[config.mk]
export PLATFORM = sky130hd
export DESIGN_NAME = irrigation_pump_controller_top
export DESIGN_NICKNAME = d
export VERILOG_FILES = /design/src/hdl/ipc_pkg.sv /design/src/hdl/ipc_cfg_regs.sv /design/src/hdl/ipc_step.sv /design/src/hdl/irrigation_pump_controller_top.sv
export SDC_FILE = /design/constraint.sdc
export NUM_CORES = 1
export LEC_CHECK = 0
export BUFFER_PORTS_ARGS = -buffer_cell sky130_fd_sc_hd__buf_4
export CAP_MARGIN = 20
export CORE_MARGIN = 2
export CORE_UTILIZATION = 63
export CTS_CLUSTER_DIAMETER = 150
export DETAILED_ROUTE_END_ITERATION = 6
export PLACE_DENSITY_LB_ADDON = 0.15
export SYNTH_ARGS = -nofsm -noshare
export SYNTH_HDL_FRONTEND = slang
export SYNTH_HIERARCHICAL = 1
export SYNTH_SLANG_ARGS = --single-unit
[constraint.sdc]
create_clock -name i_clk -period 15.2 [get_ports i_clk]
set_clock_uncertainty 0.15 [all_clocks]
set_input_delay 0.76 -clock i_clk [delete_from_list [all_inputs] [get_ports i_clk]]
set_output_delay 0.76 -clock i_clk [all_outputs]
set_load 0.005 [all_outputs]
[src/hdl/ipc_pkg.sv]
// Shared types, register indexes and constants for the irrigation pump controller.
`default_nettype none

package ipc_pkg;

    localparam int unsigned CFG_INDEX_W = 3;
    localparam int unsigned CFG_DATA_W  = 16;

    typedef enum logic [CFG_INDEX_W-1:0] {
        REG_LOW_MOISTURE    = 3'd0,
        REG_HIGH_MOISTURE   = 3'd1,
        REG_READ_INTERVAL   = 3'd2,
        REG_AUTO_DURATION   = 3'd3,
        REG_MANUAL_DURATION = 3'd4,
        REG_START_MANUAL    = 3'd5
    } t_reg_idx;

    localparam logic [1:0] LED_IDLE    = 2'd0;
    localparam logic [1:0] LED_PUMPING = 2'd1;
    localparam logic [1:0] LED_FAULT   = 2'd2;

    localparam logic signed [11:0] TEMP_HIGH_LIMIT = 12'sd600;
    localparam logic signed [11:0] TEMP_LOW_LIMIT  = -12'sd200;

    localparam logic [9:0]  RST_LOW_MOISTURE    = 10'd300;
    localparam logic [9:0]  RST_HIGH_MOISTURE   = 10'd700;
    localparam logic [15:0] RST_READ_INTERVAL   = 16'd5;
    localparam logic [15:0] RST_AUTO_DURATION   = 16'd60;
    localparam logic [15:0] RST_MANUAL_DURATION = 16'd30;
    localparam logic        RST_START_MANUAL    = 1'b0;

    typedef struct packed {
        logic [9:0]  low_moisture;
        logic [9:0]  high_moisture;
        logic [15:0] read_interval;
        logic [15:0] auto_duration;
        logic [15:0] manual_duration;
        logic        start_manual;
    } t_cfg;

    typedef struct packed {
        logic [31:0]        time_now;
        logic               mode_button;
        logic               water_button;
        logic [9:0]         soil_sample;
        logic signed [11:0] temp_sample;
    } t_item;

    typedef struct packed {
        logic               mode;
        logic               pump;
        logic [1:0]         led;
        logic [31:0]        run_start;
        logic [31:0]        last_read;
        logic [9:0]         held_soil;
        logic signed [11:0] held_temp;
    } t_state;

endpackage

`default_nettype wire

[src/hdl/ipc_cfg_regs.sv]
// Configuration register file for the irrigation pump controller.
`default_nettype none

module ipc_cfg_regs (
    input  wire logic                            i_clk,
    input  wire logic                            i_rst_n,
    input  wire logic                            i_cfg_we,
    input  wire logic [ipc_pkg::CFG_INDEX_W-1:0] i_cfg_index,
    input  wire logic [ipc_pkg::CFG_DATA_W-1:0]  i_cfg_data,
    output ipc_pkg::t_cfg                        o_cfg
);

    ipc_pkg::t_cfg r_cfg;
    ipc_pkg::t_cfg n_cfg;

    always_comb begin
        n_cfg = r_cfg;
        if (i_cfg_we) begin
            case (i_cfg_index)
                ipc_pkg::REG_LOW_MOISTURE:    n_cfg.low_moisture    = i_cfg_data[9:0];
                ipc_pkg::REG_HIGH_MOISTURE:   n_cfg.high_moisture   = i_cfg_data[9:0];
                ipc_pkg::REG_READ_INTERVAL:   n_cfg.read_interval   = i_cfg_data;
                ipc_pkg::REG_AUTO_DURATION:   n_cfg.auto_duration   = i_cfg_data;
                ipc_pkg::REG_MANUAL_DURATION: n_cfg.manual_duration = i_cfg_data;
                ipc_pkg::REG_START_MANUAL:    n_cfg.start_manual    = i_cfg_data[0];
                default: ;
            endcase
        end
    end

    always_ff @(posedge i_clk) begin
        if (!i_rst_n) begin
            r_cfg.low_moisture    <= ipc_pkg::RST_LOW_MOISTURE;
            r_cfg.high_moisture   <= ipc_pkg::RST_HIGH_MOISTURE;
            r_cfg.read_interval   <= ipc_pkg::RST_READ_INTERVAL;
            r_cfg.auto_duration   <= ipc_pkg::RST_AUTO_DURATION;
            r_cfg.manual_duration <= ipc_pkg::RST_MANUAL_DURATION;
            r_cfg.start_manual    <= ipc_pkg::RST_START_MANUAL;
        end else begin
            r_cfg <= n_cfg;
        end
    end

    assign o_cfg = r_cfg;

endmodule

`default_nettype wire

[src/hdl/ipc_step.sv]
// Combinational next-state logic for one control step.
`default_nettype none

module ipc_step (
    input  wire ipc_pkg::t_cfg   i_cfg,
    input  wire ipc_pkg::t_state i_state,
    input  wire ipc_pkg::t_item  i_item,
    output ipc_pkg::t_state      o_state
);

    logic        w_request;
    logic        w_latch;
    logic [31:0] w_since_read;
    logic [31:0] w_elapsed;
    logic [15:0] w_allowed;
    logic        w_stop;

    always_comb begin
        o_state = i_state;

        // mode button; entering manual stops the pump
        if (i_item.mode_button) begin
            if (!i_state.mode) begin
                o_state.mode = 1'b1;
                if (i_state.pump) begin
                    o_state.pump      = 1'b0;
                    o_state.run_start = '0;
                    o_state.led       = ipc_pkg::LED_IDLE;
                end
            end else begin
                o_state.mode = 1'b0;
            end
        end
        w_request = i_item.water_button && o_state.mode;

        w_since_read = i_item.time_now - i_state.last_read;
        w_latch      = (w_since_read >= {16'd0, i_cfg.read_interval});
        if (w_latch) begin
            o_state.held_soil = i_item.soil_sample;
            o_state.held_temp = i_item.temp_sample;
            o_state.last_read = i_item.time_now;
        end

        if (!o_state.mode && (o_state.held_soil < i_cfg.low_moisture) && !o_state.pump) begin
            o_state.pump      = 1'b1;
            o_state.run_start = i_item.time_now;
            o_state.led       = ipc_pkg::LED_PUMPING;
        end

        if (w_request) begin
            if (!o_state.pump) begin
                o_state.pump = 1'b1;
                o_state.led  = ipc_pkg::LED_PUMPING;
            end
            o_state.run_start = i_item.time_now;
        end

        w_elapsed = i_item.time_now - o_state.run_start;
        w_allowed = o_state.mode ? i_cfg.manual_duration : i_cfg.auto_duration;
        w_stop    = o_state.pump &&
                    ((o_state.held_soil > i_cfg.high_moisture) ||
                     ((o_state.run_start != '0) && (w_elapsed >= {16'd0, w_allowed})));

        // a threshold or timeout stop skips the temperature check
        if (w_stop) begin
            o_state.pump      = 1'b0;
            o_state.run_start = '0;
            o_state.led       = ipc_pkg::LED_IDLE;
        end else if ((o_state.held_temp > ipc_pkg::TEMP_HIGH_LIMIT) ||
                     (o_state.held_temp < ipc_pkg::TEMP_LOW_LIMIT)) begin
            o_state.led = ipc_pkg::LED_FAULT;
        end
    end

endmodule

`default_nettype wire

[src/hdl/irrigation_pump_controller_top.sv]
// Irrigation pump controller: hysteresis on/off pump control with run timeout.
// Inputs are captured in the input register; the step result is held in the result register.
// Throughput: one transaction per cycle, unless both registers are full and the output is stalled.
// The result register feeds the input register's hold, so input stalls only when both are full.
// Reset (synchronous, active low) loads register defaults, auto mode, pump off, normal LED.
`default_nettype none

module irrigation_pump_controller_top (
    input  wire logic                            i_clk,
    input  wire logic                            i_rst_n,
    input  wire logic                            i_in_valid,
    output logic                                 o_in_stall,
    input  wire logic [31:0]                     i_time_now,
    input  wire logic                            i_mode_button,
    input  wire logic                            i_water_button,
    input  wire logic [9:0]                      i_soil_sample,
    input  wire logic signed [11:0]              i_temp_sample,
    output logic                                 o_out_valid,
    input  wire logic                            i_out_stall,
    output logic                                 o_pump_on,
    output logic                                 o_manual_mode,
    output logic [1:0]                           o_led_code,
    input  wire logic                            i_cfg_we,
    input  wire logic [ipc_pkg::CFG_INDEX_W-1:0] i_cfg_index,
    input  wire logic [ipc_pkg::CFG_DATA_W-1:0]  i_cfg_data
);

    ipc_pkg::t_cfg   w_cfg;
    ipc_pkg::t_state r_state;
    ipc_pkg::t_state w_next;
    ipc_pkg::t_item  r_item;
    logic            r_s1_valid;
    logic            r_out_valid;
    logic            r_pump_on;
    logic            r_manual_mode;
    logic [1:0]      r_led_code;
    logic            w_advance;
    logic            w_in_accept;
    logic            w_mode_load;

    ipc_cfg_regs u_cfg (
        .i_clk      (i_clk),
        .i_rst_n    (i_rst_n),
        .i_cfg_we   (i_cfg_we),
        .i_cfg_index(i_cfg_index),
        .i_cfg_data (i_cfg_data),
        .o_cfg      (w_cfg)
    );

    ipc_step u_step (
        .i_cfg  (w_cfg),
        .i_state(r_state),
        .i_item (r_item),
        .o_state(w_next)
    );

    assign w_advance   = r_s1_valid && !(r_out_valid && i_out_stall);
    assign o_in_stall  = r_s1_valid && !w_advance;
    assign w_in_accept = i_in_valid && !o_in_stall;
    assign w_mode_load = i_cfg_we && (i_cfg_index == ipc_pkg::REG_START_MANUAL);

    always_ff @(posedge i_clk) begin
        if (!i_rst_n) begin
            r_s1_valid <= 1'b0;
        end else if (w_in_accept) begin
            r_s1_valid <= 1'b1;
        end else if (w_advance) begin
            r_s1_valid <= 1'b0;
        end
    end

    always_ff @(posedge i_clk) begin
        if (w_in_accept) begin
            r_item.time_now     <= i_time_now;
            r_item.mode_button  <= i_mode_button;
            r_item.water_button <= i_water_button;
            r_item.soil_sample  <= i_soil_sample;
            r_item.temp_sample  <= i_temp_sample;
        end
    end

    always_ff @(posedge i_clk) begin
        if (!i_rst_n) begin
            r_state.mode      <= ipc_pkg::RST_START_MANUAL;
            r_state.pump      <= 1'b0;
            r_state.led       <= ipc_pkg::LED_IDLE;
            r_state.run_start <= '0;
            r_state.last_read <= '0;
            r_state.held_soil <= '0;
            r_state.held_temp <= '0;
        end else if (w_advance) begin
            r_state <= w_next;
        end else if (w_mode_load) begin
            r_state.mode <= i_cfg_data[0];
        end
    end

    always_ff @(posedge i_clk) begin
        if (!i_rst_n) begin
            r_out_valid <= 1'b0;
        end else if (w_advance) begin
            r_out_valid <= 1'b1;
        end else if (!i_out_stall) begin
            r_out_valid <= 1'b0;
        end
    end

    always_ff @(posedge i_clk) begin
        if (w_advance) begin
            r_pump_on     <= w_next.pump;
            r_manual_mode <= w_next.mode;
            r_led_code    <= w_next.led;
        end
    end

    assign o_out_valid   = r_out_valid;
    assign o_pump_on     = r_pump_on;
    assign o_manual_mode = r_manual_mode;
    assign o_led_code    = r_led_code;

    a_off_no_timer: assert property (@(posedge i_clk) disable iff (!i_rst_n)
        !r_state.pump |-> (r_state.run_start == '0))
        else $error("pump off with run timer armed");

    a_watering_pump: assert property (@(posedge i_clk) disable iff (!i_rst_n)
        (r_state.led == ipc_pkg::LED_PUMPING) |-> r_state.pump)
        else $error("watering LED with pump off");

    a_stall_cause: assert property (@(posedge i_clk) disable iff (!i_rst_n)
        o_in_stall |-> (r_s1_valid && r_out_valid && i_out_stall))
        else $error("input stalled without a full, stalled pipeline");

    a_pump_hold: assert property (@(posedge i_clk) disable iff (!i_rst_n)
        !w_advance |=> $stable(r_state.pump))
        else $error("pump state changed without a step");

endmodule

`default_nettype wire

# Yosys cells after proc, flatten, opt, wreduce, memory -nomap -nowiden
# Index checks and enable logic that the tools add are counted.
# word_totals
inputBits,80
ff_bits,220
# op_classes
n_lt_le_gt_ge,6
mux,19
add_sub_neg,2
n_reduce_logical,27
eq_ne,6
# ops
operator,n
$mux W35,3
$ge A32 B16 Y1,2
$sub A32 B32 Y32,2
$mux W36,1
$mux W34,1
$mux W32,1
$reduce_bool A32 Y1,1
$mux W22,1
$mux W16,1
$gt A12 B11 Y1 const B,1
$lt A12 B9 Y1 const B,1
$reduce_and A2 Y1,6
$gt A10 B10 Y1,1
$logic_and A1 B1 Y1,10
$lt A10 B10 Y1,1
$mux W1,8
$eq A3 B2 Y1 const B,2
$eq A3 B3 Y1 const B,2
$mux W2,3
$logic_not A1 Y1,5
$reduce_bool A2 Y1,2
$eq A3 B1 Y1 const B,1
$logic_not A3 Y1,1
$logic_or A1 B1 Y1,2
$ne A2 B1 Y1 const B,1

# Longest topological paths before layout
# Gate-level depths: netlist of the first run.
# logic_depth
depth_word,15
ltp_mapped,66
mapped_depth_nobuf,60

# Modules after synthesis
# Netlist of the first run, hierarchy kept.
# modules_own_cells
module,cells_each,area_per_inst_um2,n_inst,seq_area_each_um2
ipc_step,1141,7803.7,1,0.0
irrigation_pump_controller_top,459,5601.6,1,3643.5
ipc_cfg_regs,255,2650.0,1,1381.3

# Least setup slack after synthesis of the first run
# OpenSTA, ideal clock, no wires.
# synth_timing
path_type,reg-to-reg
start,register r_item[24] (netlist bit)
end,register r_state[82] (netlist bit)
t_required_ns,14.984
path_stages_with_launch,65
period_less_slack_ns,12.169
n_path_buf,6
path_slack_ns,3.031
arrival_time_ns,11.953
path_cell_list,edfxtp_1 -> inv_1 -> ha_1 -> fa_1 -> nand2b_1 -> a21o_1 -> a21oi_1 -> o21ba_2 -> nor2_1 -> xnor2_1 -> ha_1 -> nand4_1 -> or3_1 -> o32a_1 -> nand4_1 -> a311oi_1 -> and4_1 -> nand4_1 -> [... 29 more ...] -> a31oi_1 -> a211oi_1 -> or2_2 -> xor2_1 -> ha_1 -> a21o_1 -> a21o_1 -> a21oi_1 -> o21ai_0 -> nor3_1 -> nand3b_1 -> a2111oi_0 -> and4b_1 -> nand4_4 -> buf_4 -> o32ai_2 -> nand2_1 -> a21boi_2
# synth_rtl
element,line_no,source
"start, declared",irrigation_pump_controller_top.sv:31,ipc_pkg::t_item r_item;
"end signal, assigned",irrigation_pump_controller_top.sv:92,r_state <= w_next;
"end, declared",irrigation_pump_controller_top.sv:29,ipc_pkg::t_state r_state;

==> results by group, run 1 <==
STA
  – Fin crit share: 0.924
  – Max Clk Rate: 71.2 MHz
  – Final hold violations: 0
  – Final setup fails: 0
  – Setup Total Neg Slack: 0 ns
  – Worst slew margin: 0.239
  – Final slew viol count: 0
  – Worst Hold Slack: 0.222 ns
  – Worst-margin pin slew: 1.13 ns
  – RSZ-0062 raised after global routing: false
  – Fin crit period: 14.04 ns

Finish
  – Util after Layout: 0.699
  – Nets@finish: 2074
  – Layout cell share with drive strength beyond 1: 0.157
  – Area Growth Syn to Fin: 9.27%
  – Leading cell type in the layout, fill and taps excluded: nand2_1
  – Final instance count without filler cells: 2231
  – Most frequent cells in the layout: 376 x nand2_1, 160 x dfxtp_1, 127 x inv_1, 111 x mux2i_1, 111 x ha_1
  – ANT cells: 0

Power and ir drop
  – PwrDens: 104 mW/mm2
  – Lkg Pwr: 6.99 nW
  – VDD IR max: 0.0970 mV

Route
  – DRC errors left: 0
  – Vias: 13800
  – Routed WL: 44700 um
  – ANT nets after route: 0
  – Vias per cell: 6.19
  – Post-DR wirelength/cell: 20.0 um
  – DRT iter0 DRCs: 1354
  – DR pass1 iterations: 7

Die
  – Io pins: 86
  – Die width: 163 um
  – Height of the die: 163 um
  – Initial Utilization: 0.640
  – Die Area: 0.0267 mm2
  – Core area: 0.0250 mm2
  – # rows: 58

Critical path
  – CP Capture Type: flop
  – Reg2Reg Depth: 58
  – Largest stage delay, worst path: 0.70 ns
  – R2r endpoint: r_state[87]$_SDFFE_PN0P_
  – R2r setup slk: 1.16 ns
  – Arrival @ worst endpoint: 14.38 ns
  – Reg2Reg Launch Point: r_item[24]$_DFFE_PP_
  – Slowest-stage cell, CP: nor4_4
  – Startpoint types: flop
  – Worst Path Max Fanout: 39
  – WS Path Type: flop to flop
  – Required time worst endpoint: 15.54 ns

Placement
  – Routability Congestion: 1.00
  – Placed insts: 2183
  – Hpwl dp: 32800 um
  – Port Buf Inserts: 85

Yosys
  – Syn Area/Cell: 8.65 um2
  – Synth Cell Area: 0.0160 mm2
  – Syn nets: 2044
  – Post-Syn Instances: 1851
  – Synth Warn #: 6

Worst hold path
  – Hold path cells: 1
  – Endpoint, Worst Hold: r_item[16]$_DFFE_PP_
  – Hold Path Class: input pin to flop
  – Hold_sp: i_soil_sample[4]

Global routing
  – GR Util All Layers: 0.329
  – GR Overflow Total: 0
  – Initial antenna violation count: 0
  – Vias in the first global route: 12900
  – Largest net degree at the start of global routing: 96
  – First-pass GRT wire length: 69500 um

CTS
  – Root buf cell: clkbuf_16
  – CTS buffer count: 26
  – Clock transition at path regs: 0.06 ns
  – Clock Latency Late Sink: 0.56 ns
  – CTS Buffer Depth: 3
  – CTS tree: built
  – H-tree levels: 1
  – Sink Count: 220
  – Resized cells post-CTS: 0

Status
  – Run status: finished, final reports clean

Flow run
  – Max-capacitance violation count: 0
==> final cells by class <==
type	instances	area, um2
fillers	2041	7540
repair buffers	98	736
well taps	330	413
clock buffers	37	733
clock inverters	11	188
multi-input cells	1407	9940
inverters	128	485
flip-flops and latches	220	5000
==> worst max-delay path, delay by kind of cell, from the launching register on <==
kind	cells	cell delay (ns)
adders and majority gates	6	1.74
muxes	1	0.44
buffers and inverters	4	0.74
xor gates and xnor gates	2	0.30
DFF	1	0.34
and+or+nand+nor	21	4.25
AOI/OAI and AO/OA	24	5.96
==> registers in the layout, indices dropped and copies added (netlist names) <==
name,cells
r_state,90
u_cfg/o_cfg,68
r_item,56
o_led_code,2
o_manual_mode,1
o_out_valid,1
o_pump_on,1
r_s1_valid,1
==> per-stage QoR <==
stage | setup slack [ns] | cell area (um2) | power, mW
4_1_cts | 1.22 | 17500 | 1.82
3_3_place_gp | 1.59 | 16600 | 1.14
6_report | 1.16 | 17500 | 1.82
5_1_grt | 0.0462 | 17500 | 1.90
3_5_place_dp | 1.26 | 16600 | 1.15
2_1_floorplan | 3.03 | 16000 | 1.03
==> timing repair <==
item                                    in CTS  in global routing
endpoints found under the setup margin       0                  2
hold buffers                                 0                  0
setup buffers                                0                  0
==> metal layers <==
| metal | vias up | wire length, um | track usage |
|---|---|---|---|
| met1 | 6569 | 19100 | 0.434 |
| met3 | 109 | 2530 | 0.0389 |
| met4 | 0 | 2110 | 0.134 |
| met5 | - | 0 | 0 |
| met2 | 522 | 20900 | 0.549 |
| li1 | 6617 | - | - |
==> where the power goes <==
part	total, mW	leakage (nW)	internal (mW)	switching, mW
registers	0.649	1.88	0.628	0.0212
clock network	0.671	0.449	0.407	0.264
logic	0.505	4.66	0.190	0.315
total	1.82	6.99	1.22	0.600
==> worst max-delay path by stage <==
stage,start,endpoint,slack (ns),cells past startpoint
final,r_item[24]$_DFFE_PP_,r_state[87]$_SDFFE_PN0P_,1.16,58
after CTS,r_item[24]$_DFFE_PP_,r_state[87]$_SDFFE_PN0P_,1.22,58
after global routing,r_item[24]$_DFFE_PP_,r_state[87]$_SDFFE_PN0P_,0.05,58
after global placement,r_item[24]$_DFFE_PP_,r_state[87]$_SDFFE_PN0P_,1.59,58
after detailed placement,r_item[24]$_DFFE_PP_,r_state[87]$_SDFFE_PN0P_,1.26,58
after floorplan,r_item[24]$_DFFE_PP_,r_state[82]$_SDFFE_PN0P_,3.03,64
Power figures use the tool's default switching activity.
==> inputs of run 2 (changes only) <==
--- a/config.mk
+++ b/config.mk
@@ -5,10 +5,14 @@
 export SDC_FILE = /design/constraint.sdc
 export NUM_CORES = 1
 export LEC_CHECK = 0
+export ABC_AREA = 1
 export BUFFER_PORTS_ARGS = -buffer_cell sky130_fd_sc_hd__buf_4
 export CAP_MARGIN = 20
+export CELL_PAD_IN_SITES_DETAIL_PLACEMENT = 1
+export CELL_PAD_IN_SITES_GLOBAL_PLACEMENT = 1
 export CORE_MARGIN = 2
-export CORE_UTILIZATION = 63
+export CORE_UTILIZATION = 45
+export CTS_BUF_LIST = sky130_fd_sc_hd__clkbuf_8 sky130_fd_sc_hd__clkbuf_16
 export CTS_CLUSTER_DIAMETER = 150
 export DETAILED_ROUTE_END_ITERATION = 6
 export PLACE_DENSITY_LB_ADDON = 0.15
==> results by group, run 2 <==
Route
  – DRC errors left: 0 (unchanged)
  – DRT iter0 DRCs: 664 (-51%)
  – Vias: 15600 (+13%)
  – Post-DR wirelength/cell: 18.6 um (-7.0%)
  – DR pass1 iterations: 5 (-2)
  – ANT nets after route: 0 (unchanged)
  – Vias per cell: 5.32 (-14%)
  – Routed WL: 54400 um (+22%)

STA
  – Final slew viol count: 0 (unchanged)
  – Max Clk Rate: 84.7 MHz (+19%)
  – Setup Total Neg Slack: 0 ns (unchanged)
  – RSZ-0062 raised after global routing: false
  – Worst-margin pin slew: 1.02 ns (-0.112 ns)
  – Fin crit share: 0.777 (-0.147)
  – Worst Hold Slack: 0.190 ns (-0.0316 ns)
  – Final hold violations: 0 (unchanged)
  – Fin crit period: 11.81 ns (-2.23 ns)
  – Final setup fails: 0 (unchanged)
  – Worst slew margin: 0.319 (+0.0804)

Flow run
  – Max-capacitance violation count: 0 (unchanged)

Die
  – Io pins: 86 (unchanged)
  – Initial Utilization: 0.455 (-0.185)
  – Height of the die: 190 um (+17%)
  – # rows: 68 (+17%)
  – Die Area: 0.0363 mm2 (+36%)
  – Die width: 190 um (+17%)
  – Core area: 0.0344 mm2 (+37%)

Yosys
  – Synth Cell Area: 0.0156 mm2 (-2.3%)
  – Syn nets: 2590 (+27%)
  – Synth Warn #: 6 (unchanged)
  – Syn Area/Cell: 6.52 um2 (-25%)
  – Post-Syn Instances: 2397 (+29%)

CTS
  – Sink Count: 220 (unchanged)
  – Hold_buf cts: 0 (unchanged)
  – CTS buffer count: 28 (+7.7%)
  – H-tree levels: 1 (unchanged)
  – Root buf cell: clkbuf_16
  – CTS Buffer Depth: 3 (unchanged)
  – Resized cells post-CTS: 0 (unchanged)
  – Post-CTS setup buffers: 0 (unchanged)
  – CTS tree: built
  – Clock transition at path regs: 0.07 ns (about the same)
  – Clock Latency Late Sink: 0.59 ns (+0.03 ns)

Finish
  – Nets@finish: 2637 (+27%)
  – Area Growth Syn to Fin: 11.8%
  – Layout cell share with drive strength beyond 1: 0.0908 (-0.0659)
  – Leading cell type in the layout, fill and taps excluded: nand2_1
  – Most frequent cells in the layout: 642 x nand2_1, 384 x nor2_1, 341 x inv_1, 165 x o21ai_0, 160 x dfxtp_1
  – Top reg by flops: r_state
  – Util after Layout: 0.509 (-0.190)
  – Max reg flops: 90 (unchanged)
  – # fillers: 4645 (+130%)

Critical path
  – WS Path Type: flop to flop
  – Startpoint types: flop
  – Worst Path Max Fanout: 35 (-10%)
  – R2r setup slk: 3.39 ns (+2.23 ns)
  – Reg2Reg Depth: 61 (+5.2%)
  – CP Capture Type: flop
  – Reg2Reg Launch Point: r_item[35]$_DFFE_PP_
  – Top cell by count, worst path: nand2_1
  – Required time worst endpoint: 15.57 ns (+0.03 ns)
  – Slowest-stage cell, CP: inv_1
  – Arrival @ worst endpoint: 12.18 ns (-2.20 ns)
  – Top delay family on crit path: simple AND/OR/NAND/NOR gates
  – Largest stage delay, worst path: 0.65 ns (-0.05 ns)
  – CP Buf/Inv Count: 5 (+1)
  – R2r endpoint: r_state[58]$_SDFFE_PN0P_

Global routing
  – Met2 usage: 0.540 (-0.00915)
  – Largest net degree at the start of global routing: 94 (-2.1%)
  – Initial antenna violation count: 2 (+2)
  – GRT met1 Usage: 0.356 (-0.0774)
  – GR Overflow Total: 0 (unchanged)
  – GR Util All Layers: 0.301 (-0.0278)
  – Global Route met3 Usage: 0.0427 (+0.00384)
  – First-pass GRT wire length: 85700 um (+23%)
  – Most crowded layer after global routing: met2
  – Vias in the first global route: 16100 (+24%)

Status
  – Run status: finished, final reports clean

Placement
  – Hpwl dp: 41200 um (+26%)
  – Port Buf Inserts: 85 (unchanged)
  – Routability Congestion: 0.963 (-3.8%)

Worst hold path
  – Hold Path Class: input pin to flop
  – Endpoint, Worst Hold: r_item[13]$_DFFE_PP_
  – Hold_sp: i_soil_sample[1]
  – Hold path cells: 1 (unchanged)

Power and ir drop
  – VDD IR max: 0.0926 mV (-4.5%)
  – Total chip power: 1.92 mW (+5.4%)
  – Lkg Pwr: 8.62 nW (+23%)
  – PwrDens: 110 mW/mm2 (+5.5%)
run 2: layout make-up:
cell class,instances,area [um2],share of cell area
multi-input cells,1752,8940,0.511
flip-flops and latches,220,5000,0.286
inverters,346,1300,0.0743
repair buffers,96,733,0.0419
clock buffers,29,714,0.0408
well taps,455,569,0.0326
clock inverters,23,226,0.0129
diodes,1,2.50,0.000143
run 2: how the worst max path moves through the flow:
stage                               startpoint                        to  slack, ns  depth (start not counted)
after floorplan           r_item[33]$_DFFE_PP_  r_state[77]$_SDFFE_PN0P_       6.21                         65
after global placement    r_item[35]$_DFFE_PP_  r_state[86]$_SDFFE_PN0P_       3.86                         61
after detailed placement  r_item[35]$_DFFE_PP_  r_state[86]$_SDFFE_PN0P_       3.53                         61
after CTS                 r_item[35]$_DFFE_PP_  r_state[58]$_SDFFE_PN0P_       3.42                         61
after global routing      r_item[35]$_DFFE_PP_  r_state[58]$_SDFFE_PN0P_       2.33                         61
final                     r_item[35]$_DFFE_PP_  r_state[58]$_SDFFE_PN0P_       3.39                         61
run 2: where the power goes:
group	switching, mW	leakage, nW	internal [mW]
sequential	0.0240	1.90	0.638
clock	0.283	0.467	0.395
combinational	0.385	6.26	0.199
total	0.692	8.62	1.23
run 2: layer usage:
metal | part of all wire | wire length [um] | vias up
met1 | 0.43 | 23300 | 7469
met3 | 0.036 | 1940 | 115
met2 | 0.49 | 26600 | 262
met4 | 0.048 | 2600 | 2
li1 | - | - | 7705
met5 | 0.00020 | 11 | -
run 2: per-stage QoR:
stage / cells / instance area [um2] / setup slack [ns]
floorplan: 2397 / 15600 / 6.21
global placement: 2868 / 16500 / 3.86
detailed placement: 2868 / 16500 / 3.53
CTS: 2920 / 17500 / 3.42
global route: 2921 / 17500 / 2.33
finish: 2922 / 17500 / 3.39
